**src/atan_pkg.sv**
```systemverilog
// Shared types and constants for the atan2 polynomial approximation block.
// Used by atan_div_cell, atan_poly and atan2_poly_approx; no dependencies.
package atan_pkg;

   // Ratio a is unsigned Q1.15; internal polynomial values are unsigned Q.30
   localparam int A_FRAC   = 15;
   localparam int Q_FRAC   = 30;
   localparam int QUO_BITS = A_FRAC + 1;

   localparam logic [25:0] C3_MAG  = 26'd49925210;
   localparam logic [27:0] C2_VAL  = 28'd171062341;
   localparam logic [28:0] C1_VAL  = 29'd351782264;
   localparam logic [30:0] HALF_PI = 31'd1686629713;
   localparam logic [31:0] PI_Q    = 32'd3373259426;

   typedef struct packed {
      logic zero;   // both coordinates zero
      logic swap;   // |y| > |x|: reflect about pi/4
      logic xneg;
      logic yneg;
   } flags_type;

endpackage

```
**src/atan_div_cell.sv**
```systemverilog
// One cell of the restoring divider chain: settles one quotient bit per cycle.
// Depends on atan_pkg.
module atan_div_cell #(
   parameter int COORD_WIDTH = 16,
   parameter int BIT         = 15
) (
   input  logic                                        clock,
   input  logic                                        reset,
   input  logic                                        in_valid,
   input  atan_pkg::flags_type                         in_flags,
   input  logic [COORD_WIDTH+atan_pkg::A_FRAC:0]       in_rem,
   input  logic [COORD_WIDTH-1:0]                      in_div,
   input  logic [atan_pkg::QUO_BITS-1:0]               in_quo,
   output logic                                        out_valid,
   output atan_pkg::flags_type                         out_flags,
   output logic [COORD_WIDTH+atan_pkg::A_FRAC:0]       out_rem,
   output logic [COORD_WIDTH-1:0]                      out_div,
   output logic [atan_pkg::QUO_BITS-1:0]               out_quo
);
   import atan_pkg::*;

   localparam int DW = COORD_WIDTH + A_FRAC + 1;

   logic                valid_ff;
   flags_type           flags_ff;
   logic [DW-1:0]       rem_ff, rem_in;
   logic [COORD_WIDTH-1:0] div_ff;
   logic [QUO_BITS-1:0] quo_ff, quo_in;
   logic [DW-1:0]       shifted;
   logic [DW:0]         diff;

   always_comb begin
      shifted = DW'(in_div) << BIT;
      diff    = {1'b0, in_rem} - {1'b0, shifted};
      quo_in  = in_quo;
      if (!diff[DW]) begin
         rem_in      = diff[DW-1:0];
         quo_in[BIT] = 1'b1;
      end else begin
         rem_in = in_rem;
      end
   end

   always_ff @(posedge clock) begin
      if (reset) begin
         valid_ff <= 1'b0;
      end else begin
         valid_ff <= in_valid;
      end
      flags_ff <= in_flags;
      rem_ff   <= rem_in;
      div_ff   <= in_div;
      quo_ff   <= quo_in;
   end

   assign out_valid = valid_ff;
   assign out_flags = flags_ff;
   assign out_rem   = rem_ff;
   assign out_div   = div_ff;
   assign out_quo   = quo_ff;

endmodule

```
**config.mk**
```make
export PLATFORM = sky130hd
export DESIGN_NAME = atan_div_cell
export DESIGN_NICKNAME = d
export VERILOG_FILES = /design/src/atan_pkg.sv /design/src/atan_div_cell.sv
export SDC_FILE = /design/constraint.sdc
export NUM_CORES = 1
export LEC_CHECK = 0
export BUFFER_PORTS_ARGS = -buffer_cell sky130_fd_sc_hd__buf_2
export CAP_MARGIN = 0
export CORE_ASPECT_RATIO = 1.5
export CORE_MARGIN = 2
export CORE_UTILIZATION = 44
export DETAILED_ROUTE_END_ITERATION = 12
export PLACE_DENSITY = 0.9
export SYNTH_ARGS = -nofsm -noshare
export SYNTH_HDL_FRONTEND = slang
export SYNTH_SLANG_ARGS = --single-unit
export TNS_END_PERCENT = 1
```
**constraint.sdc**
```tcl
create_clock -name clock -period 2.65 [get_ports clock]
set_clock_uncertainty 0.1 [all_clocks]
set_input_delay 0.1325 -clock clock [delete_from_list [all_inputs] [get_ports clock]]
set_output_delay 0.1325 -clock clock [all_outputs]
set_load 0.05 [all_outputs]
```
# Word level (Yosys, flattened, before mapping)
# Cells that the tools add are included.
# totals
register_bits	69
inputBits	71
output_inout_bits	69
wordCells	11
# op_classes
addsub	1
mux	1
# op_table
op	count
$sub 32x31->33	1
$mux 32	1

# Depth between registers and ports, before layout
# Gate-level depths: netlist of the first run.
# depth
depth_word	2
ltp_mapped	11
ltp_nobuf	10

# Worst setup path after synthesis of the first run
# Ideal clock, no wire load.
# synth_path
kind	input -> register
start	in in_rem[15] in the netlist's numbering
end	reg rem_ff[23], in the netlist out_rem[23]
setup_time_ps	121
arrival_time_ps	2072
required_time_ps	2429
slack_ps	357
stages	10
path_buffers	0
cell_sequence	inv_1 ha_1 inv_1 fa_1 a21o_1 a311o_1 a21o_1 a21o_1 xor2_1 mux2_2
# synth_via
elab_chain_cells	2
# synth_rtl
element	line_no	source
start: declaration	atan_div_cell.sv:11	input logic [COORD_WIDTH+atan_pkg::A_FRAC:0] in_rem,
$sub 32x31->33	atan_div_cell.sv:34	diff = {1'b0, in_rem} - {1'b0, shifted};
$mux 32	atan_div_cell.sv:36	if (!diff[DW]) begin
net rem_in[23]	atan_div_cell.sv:26	logic [DW-1:0] rem_ff, rem_in;
end signal: assignment	atan_div_cell.sv:51	rem_ff <= rem_in;
end: declaration	atan_div_cell.sv:26	
# The timed path passes the listed nets, and every way through them passes these cells.
# A chain may end at the register's enable or synchronous reset.

# Worst setup path in the final report of the first run
# layout_path
start	in in_div[1]
end	reg rem_ff[25], in the netlist out_rem[25]
# layout_via
elab_chain_cells	2
# layout_rtl
element	line_no	source
start: declaration	atan_div_cell.sv:12	input logic [COORD_WIDTH-1:0] in_div,
$sub 32x31->33	atan_div_cell.sv:34	
$mux 32	atan_div_cell.sv:36	
net rem_in[25]	atan_div_cell.sv:26	
# The timed path passes the listed nets, and every way through them passes these cells.

==> results.md, run 1 <==
- The multiplexer share of the synthesized area is 8.22%.
- The total clock sinks is 69.
- STA classifies the critical path startpoint as an input pin.
- The via total after detailed routing is 2643.
- The number of library cell types mapped by synthesis is 49.
- Setup violations remaining at the end of the flow were counted as 0.
- The cell row count is 34.
- The area growth from synthesis to layout is 67.3%.
- The required time of the worst setup path is 2.79 ns.
- The synthesized area is 2570 um2.
- The slowest stage of the critical path belongs to the cell sky130_fd_sc_hd__dlygate4sd3_1.
- Once routing completed, OpenROAD measured the worst setup slack at 0.0295 ns.
- The maximum fanout count along the critical path is 4.
- The via count normalized by instance count is 5.08.
- The total global routing overflow is 0.
- Before antenna repair, the detailed router went through 6 iterations.
- Cells with a size suffix above 1 make up 41.5% of the layout.
- The capturing element type of the critical path is a register.
- The flow ran to the end, and the final reports show no timing, DRC or antenna violations.
- The floorplan step defined a die boundary enclosing 6490 um2.
- The violation count after the first detailed-routing iteration is 135.
- The number of buffer cells added on primary ports is 139.
- Once the floorplan was initialized, standard cells occupied 44.8% of the core.
- After Yosys synthesis, full adders, half adders and majority gates account for 8.56% of the synthesized area.
- The initial antenna violation count is 0.
- The biggest cell delay along the critical path is 0.54 ns.
- The count of yosys warnings during synthesis is 0.
- The die is 66.4 um wide.
- In the layout the commonest cells are 139 x sky130_fd_sc_hd__buf_2, 70 x sky130_fd_sc_hd__dlygate4sd3_1, 69 x sky130_fd_sc_hd__dfxtp_1.
- The critical path starts at in_div[1].
- The number of global-route vias before repair is 2693.
- The max-capacitance violation count is 0.
- The total negative setup slack is 0 ns.
- The final layout contains 531 nets.
- By area the synthesized netlist is led by sky130_fd_sc_hd__dfxtp_1 54%, sky130_fd_sc_hd__ha_1 7.8%, sky130_fd_sc_hd__mux2_2 3.9%.
- On the critical path the largest part of the delay comes from compound AO/OA/AOI/OAI gates.
- The count of pins on the block boundary is 140.
- The final cycle utilization of the critical path is 98.9%.
- The detailed placement HPWL is 4640 um.
- The total length of routed wires is 8720 um.
- The total count of hold-check failures in the final report was 0.
- Counting flops with an async set or reset pin after synthesis yields a share of 0%.
- After synthesis, flip-flops and latches occupy 53.7% of the total area.
- Leaving out fill and tap cells, the most frequent cell in the layout is sky130_fd_sc_hd__buf_2.
- The top cell type by area accounts for 53.7% of the synthesized area.
- The number of levels the H-tree was split into is 3.
- TritonCTS built the clock tree.
- The synthesized net count is 313.
- After detailed routing, the average wire length per cell comes to 16.8 um.
- The critical path crosses 10 cells after its start point.
- The maximum resistive drop on vdd is 0.000440 V.
- The total clock buffers created by CTS is 9.
- Setup repair after global routing left no endpoint under its margin.
- Walking the worst path, the cells encountered are dlygate4sd3_1 > buf_2 > inv_1 > fa_2 > a21o_1 > a311o_1 > a41oi_1 > o21ai_0 > xor2_1 > mux2_4.
- In this run the power density over the cells is 717 nW/um2.
- Summing the areas of all compound-gate instances in the mapped netlist gives 13.6% of the synthesized area.
- The kind of critical path is input pin to register.
- The headroom to the max-slew limit is 68.4%.
- The number of enable-type register cells in the synthesized netlist is 0.
- The max-slew violation count is 0.
- The fraction of the mapped netlist area in simple logic gates is 7.63%.
- The number of nets still failing antenna checks after routing is 0.
- The largest net degree at the start of global routing is 15.
- The pin slew with the least headroom to its limit is 0.469 ns.
- In this run the static leakage power is 2.11 nW.
- The number of antenna diodes is 0.
- Among all flip-flop cells after synthesis, the most frequent one is sky130_fd_sc_hd__dfxtp_1.
- The number of buffers and inverters on the critical path is 3.
- The global router's overall resource usage is 26.8%.
- In this run the worst setup path terminates at out_rem[25]$_DFF_P_.
- The mean post-synth cell area is 11.4 um2.
- By area, the combinational part of the netlist is dominated by compound AO/OA/AOI/OAI gates.
- Prior to clock tree synthesis, the placed netlist has a worst setup slack of 0.120 ns.
- The final routed DRC violation total is 0.
- The number of buffers on the longest clock path is 2.
- The number of register bits inferred by synthesis is 69.
- The standard cell core area is 5740 um2.
- The synthesized netlist devotes 3.40% of its cell area to XOR and XNOR gates.
- The largest area contributor in the synthesized netlist is sky130_fd_sc_hd__dfxtp_1.
- The clock root buffer master is sky130_fd_sc_hd__clkbuf_8.
- The die height is 97.7 um.
- The final weighted congestion in routability-driven placement is 0.931.
- The final critical delay including setup and external delays is 2.62 ns.
- The type of the worst min-delay path is input pin to register.
- The synthesized instance count is 225.
- After clock tree synthesis, the clock-pin slew on the worst setup and hold paths is 0.09 ns.
- The first global-routing pass estimated 12800 um of wire.
- The top achievable clock speed is 0.382 GHz.
- The data arrival time at the worst-slack endpoint is 2.76 ns.
- Post-CTS timing repair inserted 0 buffers for setup.
- Summing internal, switching and leakage power gives 3.09 mW.
-- registers in the layout, summed over array words and instances, names as in the netlist --
name and count:
out_div 16, out_flags 4, out_quo 16, out_rem 32, out_valid 1
-- routing by layer --
layer	part of all wire (%)	up-vias	track usage, %
met5	0	-	0
met4	4.5	0	16.3
met3	6.1	36	6.37
met2	56	153	50.1
met1	34	1228	24.5
li1	-	1226	-
-- cell usage after synthesis, types with 2 or more instances --
cell	n
sky130_fd_sc_hd__xor2_1	5
sky130_fd_sc_hd__dfxtp_1	69
sky130_fd_sc_hd__inv_1	20
sky130_fd_sc_hd__nand2b_1	4
sky130_fd_sc_hd__a21oi_2	2
sky130_fd_sc_hd__clkbuf_1	2
sky130_fd_sc_hd__mux2_2	9
sky130_fd_sc_hd__mux2_4	6
sky130_fd_sc_hd__nand3_1	4
sky130_fd_sc_hd__nand4_1	5
sky130_fd_sc_hd__o21a_1	5
sky130_fd_sc_hd__or3_1	2
sky130_fd_sc_hd__nand2_1	9
sky130_fd_sc_hd__o21ai_0	5
sky130_fd_sc_hd__a21oi_1	8
sky130_fd_sc_hd__a21o_1	7
sky130_fd_sc_hd__xnor2_1	5
sky130_fd_sc_hd__a311o_1	2
sky130_fd_sc_hd__ha_1	16
sky130_fd_sc_hd__nor2_1	8
sky130_fd_sc_hd__a211oi_1	3
sky130_fd_sc_hd__mux2i_1	2
-- final cells by class --
| type | count | area (um2) |
|---|---|---|
| timing repair buffer | 213 | 1440 |
| fill | 375 | 1440 |
| sequential | 69 | 1380 |
| multi-input combinational | 130 | 1090 |
| clock buffer | 9 | 124 |
| clock inverter | 7 | 105 |
| tap | 72 | 90.1 |
| inverter | 20 | 75.1 |
-- worst min path at each step --
stage,start,to,slack [ns],cells past startpoint
detailed placement,in_quo[9],out_quo[9]$_DFF_P_,0.14,1
floorplan,in_div[0],out_div[0]$_DFF_P_,0.06,0
global route,in_div[0],out_rem[15]$_DFF_P_,0.02,3
CTS,in_div[0],out_rem[15]$_DFF_P_,0.006,3
finish,in_div[0],out_rem[15]$_DFF_P_,0.04,3
global placement,in_quo[8],out_quo[8]$_DFF_P_,0.13,1
-- logic make-up (layout without fill, tap and decap cells) --
logic type,after synthesis,after routing
AO/OA/AOI/OAI,48,48
buffers and inverters,26,249
multiplexers,17,17
XOR/XNOR,10,10
flip-flops,69,69
AND/OR/NAND/NOR,38,38
adder cells (fa/ha/maj),17,17
-- stage by stage --
| stage | area [um2] | hold slack (ns) | instances | utilization [%] |
|---|---|---|---|---|
| after floorplan | 2570 | 0.0602 | 225 | - |
| after global placement | 3350 | 0.135 | 434 | 58.3 |
| after detailed placement | 3350 | 0.136 | 434 | 58.3 |
| after CTS | 4280 | 0.00592 | 520 | 74.5 |
| after global routing | 4310 | 0.0199 | 520 | 75.0 |
| final | 4310 | 0.0360 | 520 | 75.0 |
-- where the power goes --
part | switching (mW) | internal, mW
clock | 0.444 | 0.544
combinational | 0.604 | 0.336
sequential | 0.0256 | 1.13
-- timing repair --
item,in CTS,in global routing
endpoints found under the setup margin,0,18
resized for setup,0,7
hold endpoints to repair,69,0
hold buffers,70,0
Note: power is estimated with default switching activity, not from simulation.
==> run 2, diff against run 1 <==
--- a/config.mk
+++ b/config.mk
@@ -16,3 +16,3 @@
 export SYNTH_HDL_FRONTEND = slang
 export SYNTH_SLANG_ARGS = --single-unit
-export TNS_END_PERCENT = 1
+export TNS_END_PERCENT = 30
==> constraint.sdc (replaced) <==
create_clock -name clock -period 2.65 [get_ports clock]
set_clock_uncertainty 0.1 [all_clocks]
set_input_delay 0.53 -clock clock [delete_from_list [all_inputs] [get_ports clock]]
set_output_delay 0.53 -clock clock [all_outputs]
set_load 0.05 [all_outputs]
==> results.md, run 2 (synthesized netlist as in run 1, its figures left out) <==
- The type of the worst min-delay path is input pin to register (unchanged).
- The total global routing overflow came to 0 (unchanged).
- The number of failing setup endpoints in the final timing report is 0 (unchanged).
- The violation count after the first detailed-routing iteration is 71 (was 135).
- The power share of the sequential group was 40.7% (was 37.5%).
- The total clock buffers created by CTS is 9 (unchanged).
- The smallest setup slack after layout is 0.208 ns (was 0.0295 ns).
- The initial antenna violation count was 1 (was 0).
- The wire length of the first global-routing pass came to 9870 um (was 12800 um).
- The portion of total power attributed to combinational logic came to 29.5% (was 30.4%).
- The number of buffer cells added on primary ports is 139 (unchanged).
- The headroom to the max-slew limit was 71.2% (was 68.4%).
- The number of buffers on the longest clock path came to 2 (unchanged).
- The via count normalized by instance count came to 4.83 (was 5.08).
- The capturing element type of the critical path is a register (unchanged).
- The count of placed standard cells including taps was 442 (was 434).
- The via total after detailed routing was 2214 (was 2643).
- The post-route standard cell area excluding fillers came to 3610 um2 (was 4310 um2).
- The number of search-and-repair iterations in the first detailed-routing pass was 4 (was 6).
- The die height is 97.7 um (unchanged).
- The number of gates resized after CTS came to 0 (unchanged).
- The count of pins on the block boundary is 140 (unchanged).
- The final critical delay including setup and external delays is 2.44 ns (was 2.62 ns).
- The final cycle utilization of the critical path came to 92.2% (was 98.9%).
- The cell with the biggest individual delay on the critical path is sky130_fd_sc_hd__fa_1 (was sky130_fd_sc_hd__dlygate4sd3_1).
- The net switching fraction of the power is 34.8% (about the same).
- The cell row count is 34 (unchanged).
- The floorplan die area came to 6490 um2 (unchanged).
- The post-placement worst setup slack was -0.146 ns (was 0.120 ns).
- The data arrival time at the worst-slack endpoint came to 2.57 ns (was 2.76 ns).
- The leakage power total is 1.83 nW (was 2.11 nW).
- The number of buffers added for setup after CTS is 0 (unchanged).
- The max-slew violation count is 0 (unchanged).
- The clock edge transition at the registers on the reported setup and hold paths is 0.08 ns (was 0.09 ns).
- The most common library cell in the layout ignoring fill and taps is sky130_fd_sc_hd__buf_2 (unchanged).
- The number of nets still failing antenna checks after routing was 0 (unchanged).
- The number of antenna diodes is 0 (unchanged).
- Most frequent cells in the layout: 139 x sky130_fd_sc_hd__buf_2, 69 x sky130_fd_sc_hd__dfxtp_1, 20 x sky130_fd_sc_hd__inv_1 (was 139 x sky130_fd_sc_hd__buf_2, 70 x sky130_fd_sc_hd__dlygate4sd3_1, 69 x sky130_fd_sc_hd__dfxtp_1).
- Outcome: completed (unchanged).
- The share of total power in the clock network is 29.8% (was 32.0%).
- The biggest cell delay along the critical path is 0.38 ns (was 0.54 ns).
- The number of global-route vias before repair was 2278 (was 2693).
- The internal power component came to 1.85 mW (was 2.01 mW).
- The total negative setup slack is 0 ns (unchanged).
- The kind of critical path was input pin to register (unchanged).
- The final routed DRC violation total is 0 (unchanged).
- The CTS tree was done (unchanged).
- The number of nets in the layout came to 469 (was 531).
- The final standard cell count with taps included and fillers excluded is 458 (was 520).
- The maximum resistive drop on vdd is 0.000366 V (was 0.000440 V).
- The filler cell count in the final layout is 497 (was 375).
- The total clock sinks is 69 (unchanged).
- Cell breakdown of the critical path: buf_2 > inv_1 > ha_1 > inv_1 > fa_1 > a21o_1 > a311o_1 > a21o_1 > a21o_1 > xor2_1 > mux2_2 (was dlygate4sd3_1 > buf_2 > inv_1 > fa_2 > a21o_1 > a311o_1 > a41oi_1 > o21ai_0 > xor2_1 > mux2_4).
- The global router's overall resource usage is 20.0% (was 26.8%).
- The total length of routed wires is 6160 um (was 8720 um).
- Among the stages of the critical path, the cell type that occurs most often is sky130_fd_sc_hd__a21o_1.
- The standard cell core area is 5740 um2 (unchanged).
- The final hold slack is 0.183 ns (was 0.0360 ns).
- The fraction of final layout cells sized beyond drive strength 1 is 48.4% (was 41.5%).
- The number of levels the H-tree was split into is 3 (unchanged).
- The flip-flop count of the largest register, all copies and words added was 32 (unchanged).
- The required time of the worst setup path was 2.78 ns (was 2.79 ns).
- The pin slew with the least headroom to its limit is 0.428 ns (was 0.469 ns).
- The net switching component of the power was 0.987 mW (was 1.07 mW).
- The power per unit of standard cell area came to 786 nW/um2 (was 717 nW/um2).
- The startpoint kind of the worst setup timing path is an input pin (unchanged).
- The detailed placement HPWL is 4960 um (was 4640 um).
- The largest net degree at the start of global routing came to 17 (was 15).
- The final total power came to 2.84 mW (was 3.09 mW).
- The final weighted congestion in routability-driven placement is 0.900 (was 0.931).
- The top achievable clock speed is 0.409 GHz (was 0.382 GHz).
- The final cell utilization of the core is 62.8% (was 75.0%).
- The cell area after placement is 3410 um2 (was 3350 um2).
- The total count of hold-check failures in the final report is 0 (unchanged).
- The average wire length per cell after detail routing was 13.5 um (was 16.8 um).
- The max-capacitance violation count is 0 (unchanged).
- The width of the die is 66.4 um (unchanged).
- The area growth from synthesis to layout is 40.2% (was 67.3%).
- Setup repair after global routing missed its margin: no (unchanged).
- The maximum fanout count along the critical path is 4 (unchanged).
- The starting utilization of the core area was 44.8% (unchanged).
- The number of buffers inserted by hold repair at cts is 0 (was 70).
- The clock root buffer master is sky130_fd_sc_hd__clkbuf_8 (unchanged).
==> run 2: cell types whose count changed in the layout (fill, tap and decap cells not counted), moves of 2 or more <==
cell and delta:
sky130_fd_sc_hd__buf_4 +8, sky130_fd_sc_hd__clkinvlp_4 +2, sky130_fd_sc_hd__dlygate4sd3_1 -70, sky130_fd_sc_hd__ha_2 -2
sky130_fd_sc_hd__ha_1 +2
==> run 2: critical path, delay by kind of cell <==
kind,cells,cell delay (ns)
xor+xnor,1,0.13
mux,1,0.26
fa+ha+maj,2,0.54
buf+inv,3,0.21
compound gates,4,0.91
==> run 2: worst paths after layout <==
path,startpoint,end,slack (ns),depth (start not counted)
setup / recovery,in_rem[15],out_rem[23]$_DFF_P_,0.21,11
hold / removal,in_flags[2],out_flags[2]$_DFF_P_,0.18,1
==> run 2: routing by layer <==
layer	wire [um]	global-route usage, %	up-vias
met3	437	7.18	16
met1	2100	18.4	1012
li1	-	-	1102
met2	3470	36.8	82
met4	145	9.89	2
met5	11	0	-
==> run 2: layout make-up <==
class | count | area [um2] | share of cell area [%]
flip-flops and latches | 69 | 1380 | 38.3
multi-input cells | 130 | 1070 | 29.5
repair buffers | 151 | 798 | 22.1
clock buffers | 10 | 128 | 3.54
well taps | 72 | 90.1 | 2.50
inverters | 20 | 75.1 | 2.08
clock inverters | 6 | 70.1 | 1.94
==> run 2: power by group through the flow <==
stage	Clock, mW	Combinational [mW]	Sequential (mW)
after floorplan	0	0.269	1.52
after global placement	0	0.818	1.18
after detailed placement	0	0.836	1.18
after CTS	0.877	0.840	1.16
after global routing	0.920	0.888	1.16
final	0.845	0.837	1.15
==> run 3, diff against run 2 <==
Settings changed: CORE_MARGIN 2 to 1.
==> results.md, run 3 (synthesized netlist as in run 1, its figures left out) <==
- The startpoint kind of the worst setup timing path was an input pin (unchanged).
- The required time of the worst setup path is 2.77 ns (was 2.78 ns).
- The total length of routed wires came to 6200 um (was 6160 um).
- The clock edge transition at the registers on the reported setup and hold paths came to 0.07 ns (was 0.08 ns).
- The type of the worst min-delay path is input pin to register (unchanged).
- The maximum fanout count along the critical path is 4 (unchanged).
- The kind of critical path is input pin to register (unchanged).
- The wire length on met1 came to 2210 um (was 2100 um).
- The number of levels the H-tree was split into is 3 (unchanged).
- The number of gates resized after CTS is 0 (unchanged).
- The width of the die is 64.4 um (was 66.4 um).
- The flip-flop count of the largest register, all copies and words added is 32 (unchanged).
- The uppermost metal layer occupied by signal nets is met4 (was met5).
- The fraction of final layout cells sized beyond drive strength 1 is 48.7% (was 48.4%).
- The filler cell count in the final layout is 472 (was 497).
- The total clock sinks is 69 (unchanged).
- The standard cell core area is 5530 um2 (was 5740 um2).
- The starting utilization of the core area is 46.5% (was 44.8%).
- The cell row count is 33 (was 34).
- The wire length of the first global-routing pass is 9630 um (was 9870 um).
- The number of failing setup endpoints in the final timing report is 0 (unchanged).
- The sum of met3 wire segment lengths after detailed routing is 360 um (was 437 um).
- The leakage power total came to 1.85 nW (was 1.83 nW).
- The number of nets in the layout is 473 (was 469).
- The average wire length per cell after detail routing was 13.5 um (about the same).
- The capturing element type of the critical path is a register (unchanged).
- The clock root buffer master was sky130_fd_sc_hd__clkbuf_8 (unchanged).
- The via total after detailed routing is 2236 (was 2214).
- The number of nets still failing antenna checks after routing is 0 (unchanged).
- The hold path endpoint was out_rem[3]$_DFF_P_ (was out_flags[2]$_DFF_P_).
- The number of buffer cells added on primary ports is 139 (unchanged).
- The largest net degree at the start of global routing is 13 (was 17).
- The total global routing overflow is 0 (unchanged).
- The top achievable clock speed is 0.402 GHz (was 0.409 GHz).
- The via count normalized by instance count is 4.86 (was 4.83).
- The number of cells on the worst hold path is 1 (unchanged).
- The number of search-and-repair iterations in the first detailed-routing pass came to 4 (unchanged).
- The count of pins on the block boundary is 140 (unchanged).
- The final cell utilization of the core is 65.8% (was 62.8%).
- The total clock buffers created by CTS came to 9 (unchanged).
- The headroom to the max-slew limit is 65.0% (was 71.2%).
- The floorplan die area is 6170 um2 (was 6490 um2).
- The final critical delay including setup and external delays is 2.49 ns (was 2.44 ns).
- The data arrival time at the worst-slack endpoint is 2.61 ns (was 2.57 ns).
- Setup repair after global routing missed its margin: no (unchanged).
- Cell breakdown of the critical path: buf_2 > inv_1 > ha_1 > inv_1 > fa_1 > a21o_1 > a311o_1 > a41oi_1 > o21ai_0 > xor2_1 > mux2_4 (was buf_2 > inv_1 > ha_1 > inv_1 > fa_1 > a21o_1 > a311o_1 > a21o_1 > a21o_1 > xor2_1 > mux2_2).
- The die height is 95.7 um (was 97.7 um).
- The final routed DRC violation total is 0 (unchanged).
- The wire length on met2 is 3490 um (was 3470 um).
- The number of buffers added for setup after CTS came to 0 (unchanged).
- The total count of hold-check failures in the final report is 0 (unchanged).
- The number of global-route vias before repair is 2128 (was 2278).
- Most frequent cells in the layout: 139 x sky130_fd_sc_hd__buf_2, 69 x sky130_fd_sc_hd__dfxtp_1, 20 x sky130_fd_sc_hd__inv_1 (unchanged).
- The area growth from synthesis to layout was 41.5% (was 40.2%).
- The detailed placement HPWL is 4860 um (was 4960 um).
- The final weighted congestion in routability-driven placement is 0.809 (was 0.900).
- The CTS tree is done (unchanged).
- The origin of the worst min-delay path is in_rem[3] (was in_flags[2]).
- The total negative setup slack is 0 ns (unchanged).
- The initial antenna violation count is 0 (was 1).
- The max-capacitance violation count is 0 (unchanged).
- The biggest cell delay along the critical path is 0.38 ns (about the same).
- The most frequent cell on the critical path is sky130_fd_sc_hd__inv_1 (was sky130_fd_sc_hd__a21o_1).
- The pin slew with the least headroom to its limit was 0.519 ns (was 0.428 ns).
- The maximum resistive drop on vdd is 0.000470 V (was 0.000366 V).
- The number of buffers inserted by hold repair at cts is 0 (unchanged).
- The violation count after the first detailed-routing iteration is 91 (was 71).
- The global router's overall resource usage was 21.0% (was 20.0%).
- Outcome: completed (unchanged).
- The max-slew violation count is 0 (unchanged).
- The most common library cell in the layout ignoring fill and taps was sky130_fd_sc_hd__buf_2 (unchanged).
- The cell with the biggest individual delay on the critical path is sky130_fd_sc_hd__fa_1 (unchanged).
- The number of antenna diodes is 0 (unchanged).
- The number of buffers on the longest clock path was 2 (unchanged).
- The power per unit of standard cell area came to 802 nW/um2 (was 786 nW/um2).
- The final cycle utilization of the critical path is 93.9% (was 92.2%).
[run 3: changes by cell type in the layout (fill, tap and decap cells not counted), sizes merged]
cell	delta
buf	+4
bufinv	+1
clkbuf	+1
clkinvlp	-1
inv	-1
[run 3: how the worst max path moves through the flow]
stage / startpoint / end / slack, ns / cells past startpoint
after CTS: in_rem[15] / out_rem[25]$_DFF_P_ / 0.16 / 11
after global routing: in_rem[15] / out_rem[25]$_DFF_P_ / 0.03 / 11
after global placement: in_rem[15] / out_rem[23]$_DFF_P_ / -0.13 / 11
after detailed placement: in_rem[15] / out_rem[23]$_DFF_P_ / -0.18 / 11
final: in_rem[15] / out_rem[25]$_DFF_P_ / 0.16 / 11
after floorplan: in_rem[15] / out_rem[23]$_DFF_P_ / 0.05 / 10
[run 3: metal layers]
layer  vias up  track usage, %
met2        88            40.2
li1       1109               -
met1      1030            20.4
met3         9            5.14
met4         0            10.9
met5         -               0
[run 3: report_power, final]
group	switching (mW)	internal [mW]	total [mW]
logic	0.563	0.279	0.843
registers	0.0213	1.13	1.15
clock network	0.388	0.534	0.922
total	0.973	1.95	2.92
[run 3: stage by stage]
step | hold WS, ns | power, mW | std cells | instance area (um2) | worst slack, ns
2_1_floorplan | 0.458 | 1.79 | 225 | 2570 | 0.0460
3_3_place_gp | 0.533 | 2.00 | 444 | 3430 | -0.129
3_5_place_dp | 0.534 | 2.02 | 444 | 3430 | -0.178
4_1_cts | 0.172 | 2.95 | 460 | 3640 | 0.159
5_1_grt | 0.169 | 3.04 | 460 | 3640 | 0.0316
6_report | 0.186 | 2.92 | 460 | 3640 | 0.161
[run 3: critical path: cells and delay by family]
family                     cells  cell delay, ns
adders and majority gates      2            0.56
muxes                          1            0.26
buffers and inverters          3            0.21
AOI/OAI and AO/OA              4            0.89
xor gates and xnor gates       1            0.15
[run 3: area by class of cell]
cell class | count | area, um2 | share of cell area (%)
clock inverter | 5 | 83.8 | 2.30
tap | 70 | 87.6 | 2.41
timing repair buffer | 155 | 816 | 22.4
inverter | 20 | 75.1 | 2.06
sequential | 69 | 1380 | 37.9
clock buffer | 11 | 131 | 3.61
multi-input combinational | 130 | 1070 | 29.3
